==> src/hdl/gdn_pkg.sv <==
package gdn_pkg;

    localparam int unsigned DayW    = 5;
    localparam int unsigned MonthW  = 4;
    localparam int unsigned InYearW = 14;
    localparam int unsigned YearW   = 16;
    localparam int unsigned SerialW = 24;

    // pipeline depth of both conversion paths
    localparam int unsigned Stages = 6;

    localparam logic CmdDateToSerial = 1'b0;
    localparam logic CmdSerialToDate = 1'b1;

    localparam logic [SerialW-1:0] SerialBase   = 24'd382;
    localparam logic [SerialW-1:0] SerialOffset = 24'd75;
    localparam logic [17:0]        Days400y     = 18'd146097;
    localparam logic [10:0]        Days4y       = 11'd1461;

    // reciprocals for the constant divides
    localparam logic [12:0] RecipDiv100  = 13'd5243;   // 2^19 / 100
    localparam logic [14:0] RecipDays400 = 15'd29398;  // 2^32 / 146097
    localparam logic [13:0] RecipDays4   = 14'd11483;  // 2^24 / 1461

    typedef struct packed {
        logic                 command;
        logic [DayW-1:0]      in_day;
        logic [MonthW-1:0]    in_month;
        logic [InYearW-1:0]   in_year;
        logic [SerialW-1:0]   in_serial;
    } t_item;

    typedef struct packed {
        logic                 ok;
        logic [SerialW-1:0]   serial;
    } t_d2s_res;

    typedef struct packed {
        logic                 ok;
        logic [DayW-1:0]      day;
        logic [MonthW-1:0]    month;
        logic [YearW-1:0]     year;
    } t_s2d_res;

    // days before each month of a march-based year
    function automatic logic [8:0] cum_days(input logic [3:0] mm);
        logic [8:0] v;
        case (mm)
            4'd0:    v = 9'd0;
            4'd1:    v = 9'd31;
            4'd2:    v = 9'd61;
            4'd3:    v = 9'd92;
            4'd4:    v = 9'd122;
            4'd5:    v = 9'd153;
            4'd6:    v = 9'd184;
            4'd7:    v = 9'd214;
            4'd8:    v = 9'd245;
            4'd9:    v = 9'd275;
            4'd10:   v = 9'd306;
            4'd11:   v = 9'd337;
            default: v = 9'd0;
        endcase
        return v;
    endfunction

    // length of a calendar month, february in a common year
    function automatic logic [4:0] month_len(input logic [3:0] m);
        logic [4:0] v;
        case (m)
            4'd1, 4'd3, 4'd5, 4'd7, 4'd8, 4'd10, 4'd12: v = 5'd31;
            4'd4, 4'd6, 4'd9, 4'd11:                     v = 5'd30;
            4'd2:                                        v = 5'd28;
            default:                                     v = 5'd0;
        endcase
        return v;
    endfunction

endpackage

==> src/hdl/gdn_if.sv <==
interface gdn_in_if;
    logic                           valid;
    logic                           ready;
    logic                           command;
    logic [gdn_pkg::DayW-1:0]       in_day;
    logic [gdn_pkg::MonthW-1:0]     in_month;
    logic [gdn_pkg::InYearW-1:0]    in_year;
    logic [gdn_pkg::SerialW-1:0]    in_serial;

    modport source (output valid, command, in_day, in_month, in_year, in_serial,
                    input ready);
    modport sink   (input valid, command, in_day, in_month, in_year, in_serial,
                    output ready);
endinterface

interface gdn_out_if;
    logic                           valid;
    logic                           ready;
    logic [gdn_pkg::SerialW-1:0]    out_serial;
    logic [gdn_pkg::DayW-1:0]       out_day;
    logic [gdn_pkg::MonthW-1:0]     out_month;
    logic [gdn_pkg::YearW-1:0]      out_year;
    logic                           valid_res;

    modport source (output valid, out_serial, out_day, out_month, out_year, valid_res,
                    input ready);
    modport sink   (input valid, out_serial, out_day, out_month, out_year, valid_res,
                    output ready);
endinterface

==> src/hdl/gregorian_day_number_converter_unit.sv <==
// channel   dir  handshake      payload
// i_in      in   valid/ready    command, in_day, in_month, in_year, in_serial
// o_out     out  valid/ready    out_serial, out_day, out_month, out_year, valid_res
//
// six register stages; one item can enter every cycle unless the output stalls
// both conversions run side by side; the command picks which one reports
// reset (synchronous, active low) clears only the stage valid bits
// a stalled output freezes the whole pipeline, so nothing is lost or repeated
module gregorian_day_number_converter_unit (
    input  logic      i_clk,
    input  logic      i_rst_n,
    gdn_in_if.sink    i_in,
    gdn_out_if.source o_out
);
    import gdn_pkg::*;

    logic [Stages-1:0] r_vld;
    logic              pipe_en;
    t_item             item;
    t_d2s_res          d2s_res;
    t_s2d_res          s2d_res;

    // pipeline moves whenever the last stage is empty or being taken
    assign pipe_en    = !r_vld[Stages-1] || o_out.ready;
    assign i_in.ready = pipe_en;

    assign item.command   = i_in.command;
    assign item.in_day    = i_in.in_day;
    assign item.in_month  = i_in.in_month;
    assign item.in_year   = i_in.in_year;
    assign item.in_serial = i_in.in_serial;

    // stage valid bits
    always_ff @(posedge i_clk) begin
        if (!i_rst_n) begin
            r_vld <= '0;
        end else if (pipe_en) begin
            r_vld <= {r_vld[Stages-2:0], i_in.valid};
        end
    end

    gdn_d2s u_d2s (
        .i_clk  (i_clk),
        .i_en   (pipe_en),
        .i_item (item),
        .o_res  (d2s_res)
    );

    gdn_s2d u_s2d (
        .i_clk  (i_clk),
        .i_en   (pipe_en),
        .i_item (item),
        .o_res  (s2d_res)
    );

    // result merge
    assign o_out.valid      = r_vld[Stages-1];
    assign o_out.out_serial = d2s_res.serial;
    assign o_out.out_day    = s2d_res.day;
    assign o_out.out_month  = s2d_res.month;
    assign o_out.out_year   = s2d_res.year;
    assign o_out.valid_res  = d2s_res.ok || s2d_res.ok;

    // a good result fills exactly one of the two directions
    a_one_dir: assert property (@(posedge i_clk) disable iff (!i_rst_n)
        o_out.valid && o_out.valid_res |-> ((o_out.out_serial != '0) != (o_out.out_month != '0)))
        else $error("result carries both or neither direction");

    // a failed conversion reports all zeros
    a_fail_zero: assert property (@(posedge i_clk) disable iff (!i_rst_n)
        o_out.valid && !o_out.valid_res |->
            (o_out.out_serial == '0) && (o_out.out_day == '0) &&
            (o_out.out_month == '0) && (o_out.out_year == '0))
        else $error("failed conversion with nonzero fields");

    // a converted date has a real month and day
    a_date_range: assert property (@(posedge i_clk) disable iff (!i_rst_n)
        o_out.valid && (o_out.out_month != '0) |->
            (o_out.out_month <= 4'd12) && (o_out.out_day != '0) && (o_out.out_year != '0))
        else $error("converted date out of range");

endmodule

==> src/hdl/gdn_d2s.sv <==
module gdn_d2s (
    input  logic              i_clk,
    input  logic              i_en,
    input  gdn_pkg::t_item    i_item,
    output gdn_pkg::t_d2s_res o_res
);
    import gdn_pkg::*;

    logic                r1_ok, r2_ok, r3_ok, r4_ok, r5_ok;
    logic [DayW-1:0]     r1_d, r2_d, r3_d, r4_d;
    logic [MonthW-1:0]   r1_m, r2_m;
    logic [3:0]          r1_mm, r2_mm, r3_mm, r4_mm;
    logic [InYearW-1:0]  r1_y, r2_y, r1_yy, r2_yy;
    logic [26:0]         r2_py, r2_pyy;
    logic [7:0]          r3_cyy;
    logic [6:0]          r3_rem;
    logic [25:0]         r4_a;
    logic [17:0]         r4_b;
    logic [SerialW-1:0]  r5_part;
    logic [9:0]          r5_add;
    t_d2s_res            r6_res;

    logic [7:0]          cy, cyy;
    logic                leap, day_ok;
    logic [4:0]          dim;
    logic [InYearW-1:0]  y_hund, yy_hund;

    // stage 3 combinational: leap check, date check, year split
    always_comb begin
        cy      = r2_py[26:19];
        cyy     = r2_pyy[26:19];
        y_hund  = InYearW'(cy * 7'd100);
        yy_hund = InYearW'(cyy * 7'd100);
        leap    = (r2_y[1:0] == 2'b00) && ((r2_y != y_hund) || (cy[1:0] == 2'b00));
        dim     = month_len(r2_m) + ((r2_m == 4'd2 && leap) ? 5'd1 : 5'd0);
        day_ok  = (r2_d != '0) && (r2_d <= dim) && (r2_y != '0) && (dim != '0);
    end

    always_ff @(posedge i_clk) begin
        if (i_en) begin
            // stage 1: march-based year and month
            r1_ok <= (i_item.command == CmdDateToSerial);
            r1_d  <= i_item.in_day;
            r1_m  <= i_item.in_month;
            r1_y  <= i_item.in_year;
            if (i_item.in_month > 4'd2) begin
                r1_yy <= i_item.in_year;
                r1_mm <= i_item.in_month - 4'd3;
            end else begin
                r1_yy <= i_item.in_year - InYearW'(1);
                r1_mm <= i_item.in_month + 4'd9;
            end
            // stage 2: reciprocal products for the century
            r2_ok  <= r1_ok;
            r2_d   <= r1_d;
            r2_m   <= r1_m;
            r2_mm  <= r1_mm;
            r2_y   <= r1_y;
            r2_yy  <= r1_yy;
            r2_py  <= r1_y * RecipDiv100;
            r2_pyy <= r1_yy * RecipDiv100;
            // stage 3
            r3_ok  <= r2_ok && day_ok;
            r3_d   <= r2_d;
            r3_mm  <= r2_mm;
            r3_cyy <= cyy;
            r3_rem <= 7'(r2_yy - yy_hund);
            // stage 4: day counts of whole centuries and years
            r4_ok  <= r3_ok;
            r4_d   <= r3_d;
            r4_mm  <= r3_mm;
            r4_a   <= 26'(r3_cyy * Days400y);
            r4_b   <= 18'(r3_rem * Days4y);
            // stage 5: partial sums
            r5_ok   <= r4_ok;
            r5_part <= r4_a[25:2] + SerialW'(r4_b[17:2]);
            r5_add  <= 10'(cum_days(r4_mm)) + 10'(r4_d) + 10'(SerialOffset);
            // stage 6: final sum
            r6_res.ok     <= r5_ok;
            r6_res.serial <= r5_ok ? (r5_part + SerialW'(r5_add)) : '0;
        end
    end

    assign o_res = r6_res;

endmodule

==> src/hdl/gdn_s2d.sv <==
module gdn_s2d (
    input  logic              i_clk,
    input  logic              i_en,
    input  gdn_pkg::t_item    i_item,
    output gdn_pkg::t_s2d_res o_res
);
    import gdn_pkg::*;

    logic                r1_ok, r2_ok, r3_ok, r4_ok, r5_ok;
    logic [25:0]         r1_n;
    logic [40:0]         r1_p;
    logic [8:0]          r2_c0;
    logic [18:0]         r2_t;
    logic [8:0]          r3_c, r4_c, r5_c;
    logic [17:0]         r3_x;
    logic [31:0]         r3_p;
    logic [7:0]          r4_yc0;
    logic [11:0]         r4_t;
    logic [7:0]          r5_yc;
    logic [8:0]          r5_dd;
    t_s2d_res            r6_res;

    logic [25:0]         s_adj;
    logic [26:0]         t_full;
    logic [18:0]         t_fix;
    logic [8:0]          c_fix;
    logic [18:0]         t2_full;
    logic [11:0]         t2_fix;
    logic [7:0]          yc_fix;
    logic [3:0]          mm;
    logic [YearW-1:0]    yr;

    always_comb begin
        s_adj  = 26'(i_item.in_serial - SerialOffset);
        // stage 2: remainder after the century estimate
        t_full = 27'(r1_n) - 27'(r1_p[40:32] * Days400y);
        // stage 3: fix the century estimate
        if (r2_t >= 19'(Days400y)) begin
            t_fix = r2_t - 19'(Days400y);
            c_fix = r2_c0 + 9'd1;
        end else begin
            t_fix = r2_t;
            c_fix = r2_c0;
        end
        // stage 4: remainder after the year estimate
        t2_full = 19'(r3_x) - 19'(r3_p[31:24] * Days4y);
        // stage 5: fix the year estimate
        if (r4_t >= 12'(Days4y)) begin
            t2_fix = r4_t - 12'(Days4y);
            yc_fix = r4_yc0 + 8'd1;
        end else begin
            t2_fix = r4_t;
            yc_fix = r4_yc0;
        end
        // stage 6: month search over the start-of-month table
        mm = '0;
        for (int k = 1; k < 12; k++) begin
            if (r5_dd > cum_days(4'(k))) begin
                mm = 4'(k);
            end
        end
        yr = YearW'(r5_c * 7'd100) + YearW'(r5_yc) + ((mm >= 4'd10) ? 16'd1 : 16'd0);
    end

    always_ff @(posedge i_clk) begin
        if (i_en) begin
            // stage 1: scaled day count and century reciprocal product
            r1_ok <= (i_item.command == CmdSerialToDate) && (i_item.in_serial >= SerialBase);
            r1_n  <= {s_adj[23:0], 2'b00} - 26'd1;
            r1_p  <= ({s_adj[23:0], 2'b00} - 26'd1) * RecipDays400;
            r2_ok <= r1_ok;
            r2_c0 <= r1_p[40:32];
            r2_t  <= t_full[18:0];
            r3_ok <= r2_ok;
            r3_c  <= c_fix;
            r3_x  <= {t_fix[17:2], 2'b11};
            r3_p  <= {t_fix[17:2], 2'b11} * RecipDays4;
            r4_ok <= r3_ok;
            r4_c  <= r3_c;
            r4_yc0 <= r3_p[31:24];
            r4_t  <= t2_full[11:0];
            r5_ok <= r4_ok;
            r5_c  <= r4_c;
            r5_yc <= yc_fix;
            r5_dd <= 9'((13'(t2_fix) + 13'd4) >> 2);
            r6_res.ok <= r5_ok;
            if (r5_ok) begin
                r6_res.day   <= DayW'(r5_dd - cum_days(mm));
                r6_res.month <= (mm < 4'd10) ? (mm + 4'd3) : (mm - 4'd9);
                r6_res.year  <= yr;
            end else begin
                r6_res.day   <= '0;
                r6_res.month <= '0;
                r6_res.year  <= '0;
            end
        end
    end

    assign o_res = r6_res;

endmodule
==> src/flat_wrapper.sv <==
// flat-port wrapper written by rule: the top's interface ports become plain ports
module gregorian_day_number_converter_unit_flat import gdn_pkg::*;
  (i_clk, i_rst_n, i_in_valid, i_in_command, i_in_in_day, i_in_in_month, i_in_in_year, i_in_in_serial, i_in_ready, o_out_valid, o_out_out_serial, o_out_out_day, o_out_out_month, o_out_out_year, o_out_valid_res, o_out_ready);
  gdn_in_if i_in_i ();
  gdn_out_if o_out_i ();
  input  logic i_clk;
  input  logic i_rst_n;
  input wire logic [$bits(i_in_i.valid)-1:0] i_in_valid;
  input wire logic [$bits(i_in_i.command)-1:0] i_in_command;
  input wire logic [$bits(i_in_i.in_day)-1:0] i_in_in_day;
  input wire logic [$bits(i_in_i.in_month)-1:0] i_in_in_month;
  input wire logic [$bits(i_in_i.in_year)-1:0] i_in_in_year;
  input wire logic [$bits(i_in_i.in_serial)-1:0] i_in_in_serial;
  output wire logic [$bits(i_in_i.ready)-1:0] i_in_ready;
  output wire logic [$bits(o_out_i.valid)-1:0] o_out_valid;
  output wire logic [$bits(o_out_i.out_serial)-1:0] o_out_out_serial;
  output wire logic [$bits(o_out_i.out_day)-1:0] o_out_out_day;
  output wire logic [$bits(o_out_i.out_month)-1:0] o_out_out_month;
  output wire logic [$bits(o_out_i.out_year)-1:0] o_out_out_year;
  output wire logic [$bits(o_out_i.valid_res)-1:0] o_out_valid_res;
  input wire logic [$bits(o_out_i.ready)-1:0] o_out_ready;
  assign i_in_i.valid = i_in_valid;
  assign i_in_i.command = i_in_command;
  assign i_in_i.in_day = i_in_in_day;
  assign i_in_i.in_month = i_in_in_month;
  assign i_in_i.in_year = i_in_in_year;
  assign i_in_i.in_serial = i_in_in_serial;
  assign i_in_ready = i_in_i.ready;
  assign o_out_valid = o_out_i.valid;
  assign o_out_out_serial = o_out_i.out_serial;
  assign o_out_out_day = o_out_i.out_day;
  assign o_out_out_month = o_out_i.out_month;
  assign o_out_out_year = o_out_i.out_year;
  assign o_out_valid_res = o_out_i.valid_res;
  assign o_out_i.ready = o_out_ready;
  gregorian_day_number_converter_unit u_core (.i_clk(i_clk), .i_rst_n(i_rst_n), .i_in(i_in_i), .o_out(o_out_i));
endmodule
==> config.mk <==
export PLATFORM = sky130hd
export DESIGN_NAME = gregorian_day_number_converter_unit_flat
export DESIGN_NICKNAME = d
export VERILOG_FILES = /design/src/hdl/gdn_pkg.sv /design/src/hdl/gdn_if.sv /design/src/hdl/gregorian_day_number_converter_unit.sv /design/src/hdl/gdn_d2s.sv /design/src/hdl/gdn_s2d.sv /design/src/flat_wrapper.sv
export SDC_FILE = /design/constraint.sdc
export NUM_CORES = 2
export LEC_CHECK = 0
export BUFFER_PORTS_ARGS = -buffer_cell sky130_fd_sc_hd__buf_4
export CORE_UTILIZATION = 36
export CTS_BUF_LIST = sky130_fd_sc_hd__clkbuf_16
export DETAILED_ROUTE_END_ITERATION = 7
export PLACE_DENSITY = 0.53
export SLEW_MARGIN = 20
export SYNTH_ARGS = -nofsm -noshare
export SYNTH_HDL_FRONTEND = slang
export SYNTH_SLANG_ARGS = --single-unit
==> constraint.sdc <==
create_clock -name i_clk -period 10.9 [get_ports i_clk]
set_input_delay 0 -clock i_clk [delete_from_list [all_inputs] [get_ports i_clk]]
set_output_delay 0 -clock i_clk [all_outputs]
set_load 0.005 [all_outputs]
-- Word-level counts from Yosys, hierarchy flattened
Memory sizes are Yosys's and may differ from the RTL's. A register that Yosys moved wholly into a read port is not among the register bits.
Index checks and enable logic that the tools add are counted.
- flip-flop bits (word level): 500
- latch bits: 0
- memory bits (writable): 0
- ROM bits: 368
- input port bits: 52
- output and inout port bits: 52
- logic and storage cells: 152
- memories: 3
- memory list (memory ; words ; bits a word ; rd ports ; clocked after Yosys merged registers in ; write ports ; RTL line ; text):
    (no name shown) ; 16 ; 9 ; 1 ; 1 ; 0 ; gdn_pkg.sv:48 ; case (mm)
    (no name shown) ; 16 ; 9 ; 1 ; 0 ; 0 ; gdn_pkg.sv:48 ;
    (no name shown) ; 16 ; 5 ; 1 ; 1 ; 0 ; gdn_pkg.sv:69 ; case (m)
- add/sub/neg operators: 24
- multiply operators: 11
- div/mod/pow operators: 0
- order comparisons: 18
- equality and inequality tests: 2
- shift operators: 0
- muxes and demuxes: 25
- bitwise operators: 1
- reduce and logical (&&, ||, !) cells: 16
- operators with widths (kind ; count):
    two-way mux 4 bit ; 14
    multiplier 14 x 13 -> 27 bit (second input constant) ; 2
    multiplier 41 x 14 -> 40 bit (second input constant) ; 1
    greater-than comparator 9 x 8 -> 1 bit (second input constant) ; 4
    multiplier 18 x 14 -> 32 bit (second input constant) ; 1
    greater-than comparator 9 bit (second input constant) ; 3
    subtractor 26 x 1 -> 27 bit (second input constant) ; 1
    multiplier 8 x 18 -> 26 bit (second input constant) ; 1
    adder 24 x 10 -> 24 bit ; 1
    adder 24 x 16 -> 24 bit ; 1
    greater-or-equal comparator 24 x 9 -> 1 bit (second input constant) ; 1
    subtractor 24 x 7 -> 24 bit (second input constant) ; 1
    greater-or-equal comparator 19 x 18 -> 1 bit (second input constant) ; 1
    multiplier 9 x 18 -> 19 bit (second input constant) ; 1
    subtractor 19 x 1 -> 19 bit (second input constant) ; 1
    subtractor 19 bit ; 1
    greater-than comparator 9 x 7 -> 1 bit (second input constant) ; 2
    multiplier 7 x 11 -> 18 bit (second input constant) ; 1
    two-way mux 18 bit ; 1
    two-way mux 9 bit ; 2
    subtractor 18 bit (second input constant) ; 1
    adder 16 x 1 -> 16 bit ; 1
    adder 16 x 8 -> 16 bit ; 1
    multiplier 9 x 5 -> 14 bit (second input constant) ; 1
    other kinds (39) ; 52

-- Depth between registers and ports, before layout
An unclocked memory read counts as a cell.
- word-level depth: 16
- mapped depth: 35
- mapped depth without buffers: 32

-- By module
Synthesis repeated with hierarchy kept, for this count alone.
- cells, all modules: 4216
- area total of the unflattened synthesis: 45665.0 um2
- by module, submodules not included (module ; times used ; cells an instance ; area each (um2) ; sequential area each (um2)):
    gdn_s2d ; 1 ; 2372 ; 24506.0 ; 5014.8
    gdn_d2s ; 1 ; 1822 ; 20923.8 ; 7086.8
    gregorian_day_number_converter_unit ; 1 ; 22 ; 235.2 ; 120.1

-- Worst setup path before layout
OpenSTA, ideal clock, no wires.
- kind: input -> register
- from: input i_in_in_serial[0]
- to: register u_core.u_s2d.r1_p[40], data pin
- library setup time: 0.260 ns
- arrival: 7.441 ns
- setup slack: 3.199 ns
- stages: 29
- cell sequence: buf_2 inv_1 ha_1 clkbuf_1 inv_1 nand4_1 a21oi_1 and3b_1 clkbuf_1 nand2_1 or4_1 nor2_1 o21ai_0 xnor2_1 inv_1 fa_1 fa_1 inv_1 fa_1 fa_1 fa_1 fa_1 ha_1 a21o_1 a31oi_1 a21oi_1 a31oi_1 o21ai_0 xnor2_1
- cells in the longest elaborated chain, start to end: 3
- RTL lines (item ; RTL line ; text):
    start, declared ; flat_wrapper.sv:13 ; input wire logic [$bits(i_in_i.in_serial)-1:0] i_in_in_serial;
    subtractor 24 x 7 -> 24 bit ; gdn_s2d.sv:34 ; s_adj = 26'(i_item.in_serial - SerialOffset);
    subtractor 26 x 1 -> 27 bit ; gdn_s2d.sv:70 ; r1_p <= ({s_adj[23:0], 2'b00} - 26'd1) * RecipDays400;
    multiplier 41 x 14 -> 40 bit ; gdn_s2d.sv:70 ;
    end signal, assigned ; gdn_s2d.sv:70 ;
    end, declared ; gdn_s2d.sv:11 ; logic [40:0] r1_p;
Every way passes these cells.
A chain may end at the register's enable or synchronous reset.

-- Final worst setup path
- from: input i_in_in_serial[0]
- to: register u_core.u_s2d.r1_p[39], data pin
The elaborated chain is that of the path after synthesis.

==> flow_summary.ini <==
[logic_synthesis]
syn_avg_cell_area_um2 = 10.9
synth-edff-count = 395
yosysWarnings = 0
ys_seq_elements = 413
syn_area_um2 = 45300
ys.flop_type = edfxtp_1
yosysSeqAreaShare_pct = 27.0
netlist_instances = 4144
async_reset_ff_share_pct = 0
synth_cell_type_count = 84
syn_nets = 5463

[floorplan]
initial_core_util_pct = 36.5
num_rows = 129
die_h_um = 357
fp.dieArea_um2 = 127000
core_area_um2 = 124000
die_x_um = 357
ios = 104

[routing]
drt_iter0_drc = 982
routed_via_density = 4.65
wl_um = 87500
routedWlPerCell_um = 14.7
dr_total_vias = 27700
drtPass1Iterations = 5
drc = 0
drtAntennaViolNets = 0

[worst_setup_path]
reg2reg_from = u_core.u_s2d.r2_t[3]
r2r_slack_ps = 2590
start_kind = primary input
crit_path_max_incr_delay_ps = 660
worst_path_most_repeated_cell = fa_1
endpoint_kind = register
critPathTopFamily = adder cells
worst_path_max_delay_cell = xor2_2
critPathMaxFanout = 19
required_ps = 11240
arrival_ps = 8990
reg2reg_depth = 26
worstSetupPathType = primary input to register
reg2reg_to = u_core.u_s2d.r3_p[31]
critPathBufInv = 4

[cells_and_area]
synthToLayoutAreaGrowth_pct = 9.77
final_nets = 5601
drive_gt1_share_pct = 5.35
final_core_util_pct = 40.0
diodes = 0
fill_cells = 12200

[sta]
worstMarginPinSlew_ps = 1090
rsz0062_at_grt = no
tns_ps = 0
max_freq_mhz = 116
relSlewSlack_pct = 26.9
min_period_ps = 8650
skew_ps = 13.4
setup_viol = 0
final-max-slew-violation-count = 0
post-route-period-util_pct = 79.3
hold_viol = 0

[hold_path]
hp-start = i_in_in_serial[7]
min_path_type = primary input to register
whs_path_depth = 4
whs_endpoint = u_core.u_s2d.r1_n[9]

[placement]
place_congestion = 0.828
port_buffers = 103
place_hpwl_um = 72800

[grt]
overflow = 0
antenna_found_initial = 2
track_usage_pct = 14.3
grt_pass1_vias = 29200
grt_pass1_wl_um = 148000
grt_max_degree = 142

[clocking]
post-cts-setup-buffers = 0
h-tree-depth = 2
cts_tree = built
clock_tree.root_cell = clkbuf_16
clkLatencyLatePin_ps = 600
cts_sinks = 413
cts_buffers = 49
clk_pin_slew_ps = 50
cts_max_path_buffers = 3

[flow_run]
max_cap_violations = 0

[status]
status = completed
synth_stat cells, types with 30 or more instances:
cell	instances	share of area (%)
ha_1	772	21
o21a_1	41	0.68
nand2_1	129	1.1
nand3_1	52	0.57
and2_1	42	0.58
xor2_1	102	2.0
a21o_1	76	1.3
fa_1	495	22
buf_4	49	0.81
nor3_1	48	0.53
inv_1	881	7.3
xnor2_1	231	4.5
nor2_1	187	1.5
edfxtp_1	395	26
nor2b_1	30	0.41
o21ai_0	98	1.1
a21oi_1	131	1.4
cells in the final DEF (no fill, tap or decap), types with 35 or more instances in the layout:
| cell type | synthesis | final |
|---|---|---|
| a21o_1 | 76 | 76 |
| a21oi_1 | 131 | 131 |
| and2_1 | 42 | 42 |
| buf_4 | 49 | 129 |
| clkbuf_16 | 0 | 49 |
| dlygate4sd3_1 | 0 | 35 |
| edfxtp_1 | 395 | 395 |
| fa_1 | 495 | 495 |
| ha_1 | 772 | 772 |
| inv_1 | 881 | 892 |
| nand2_1 | 129 | 129 |
| nand3_1 | 52 | 52 |
| nor2_1 | 187 | 187 |
| nor3_1 | 48 | 48 |
| o21a_1 | 41 | 41 |
| o21ai_0 | 98 | 98 |
| xnor2_1 | 231 | 230 |
| xor2_1 | 102 | 102 |
flip-flops by register name (all words and copies together) (netlist names), 10 cells and up, named ones only:
| name | count |
|---|---|
| u_core.u_s2d.o_res | 26 |
| u_core.u_d2s.o_res | 25 |
| u_core.u_d2s.r4_a | 24 |
| u_core.u_d2s.r5_part | 24 |
| u_core.u_s2d.r2_t | 19 |
| u_core.u_d2s.r4_b | 16 |
| u_core.u_s2d.r1_n | 16 |
| u_core.u_d2s.r1_y | 14 |
| u_core.u_d2s.r1_yy | 14 |
| u_core.u_d2s.r2_y | 14 |
| u_core.u_s2d.r4_t | 12 |
| u_core.u_d2s.r5_add | 10 |
| u_core.u_s2d.r1_p | 10 |
area by class of cell:
| class | count | area, um^2 | area share, % |
|---|---|---|---|
| inverters | 885 | 3340 | 6.72 |
| repair buffers | 166 | 1350 | 2.71 |
| multi-input cells | 2767 | 29200 | 58.8 |
| clock inverters | 37 | 312 | 0.626 |
| well taps | 1637 | 2050 | 4.12 |
| clock buffers | 49 | 1230 | 2.46 |
| flip-flops and latches | 413 | 12200 | 24.6 |
worst min-delay path: cells and delay by family:
family	cells	cell delay (ps)
xor+xnor	2	210
buf+inv	2	330
repair_timing:
item / CTS / global route
hold buffers: 35 / 0
hold endpoints to repair: 54 / 0
resized for setup: 0 / 0
routing by layer:
layer	wire length [um]	GRT usage (%)	vias to the layer above
met5	20	0	-
li1	-	-	14000
met4	1730	3.20	2
met1	41700	19.3	13300
met3	2320	1.58	92
met2	41700	24.6	304
cells by family (layout without fill, tap and decap cells):
kind of cell    Yosys count  after routing  share of synthesized area [%]
flops                   413            413                           27.0
compound gates          508            508                           7.28
simple gates            635            635                           7.01
fa+ha+maj              1270           1270                           43.3
xor+xnor                336            336                           6.57
mux                      18             18                          0.403
buf+inv                 964           1137                           8.52
metrics by stage:
stage / cells / instance area, um^2 / worst slack, ps / hold WS (ps)
final: 5954 / 49700 / 2250 / 95.1
after detailed placement: 5833 / 47800 / 2010 / 180
after floorplan: 4144 / 45300 / 3200 / 98.9
after global placement: 5833 / 47800 / 2270 / 179
after CTS: 5954 / 49700 / 2120 / 58.9
after global routing: 5954 / 49700 / 1540 / 88.0
how the worst max path moves through the flow:
stage	endpoint	cells past startpoint	slack, ps	startpoint
finish	u_core.u_s2d.r1_p[39]	31	2250	i_in_in_serial[0]
global route	u_core.u_s2d.r1_p[39]	31	1540	i_in_in_serial[0]
CTS	u_core.u_s2d.r1_p[39]	31	2120	i_in_in_serial[0]
detailed placement	u_core.u_s2d.r1_p[39]	30	2010	i_in_in_serial[0]
global placement	u_core.u_s2d.r1_p[39]	30	2270	i_in_in_serial[0]
floorplan	u_core.u_s2d.r1_p[40]	29	3200	i_in_in_serial[0]
Power is left out: the tool's default activity adds up to more than one toggle a clock period on the data nets, which glitch-free logic cannot reach.
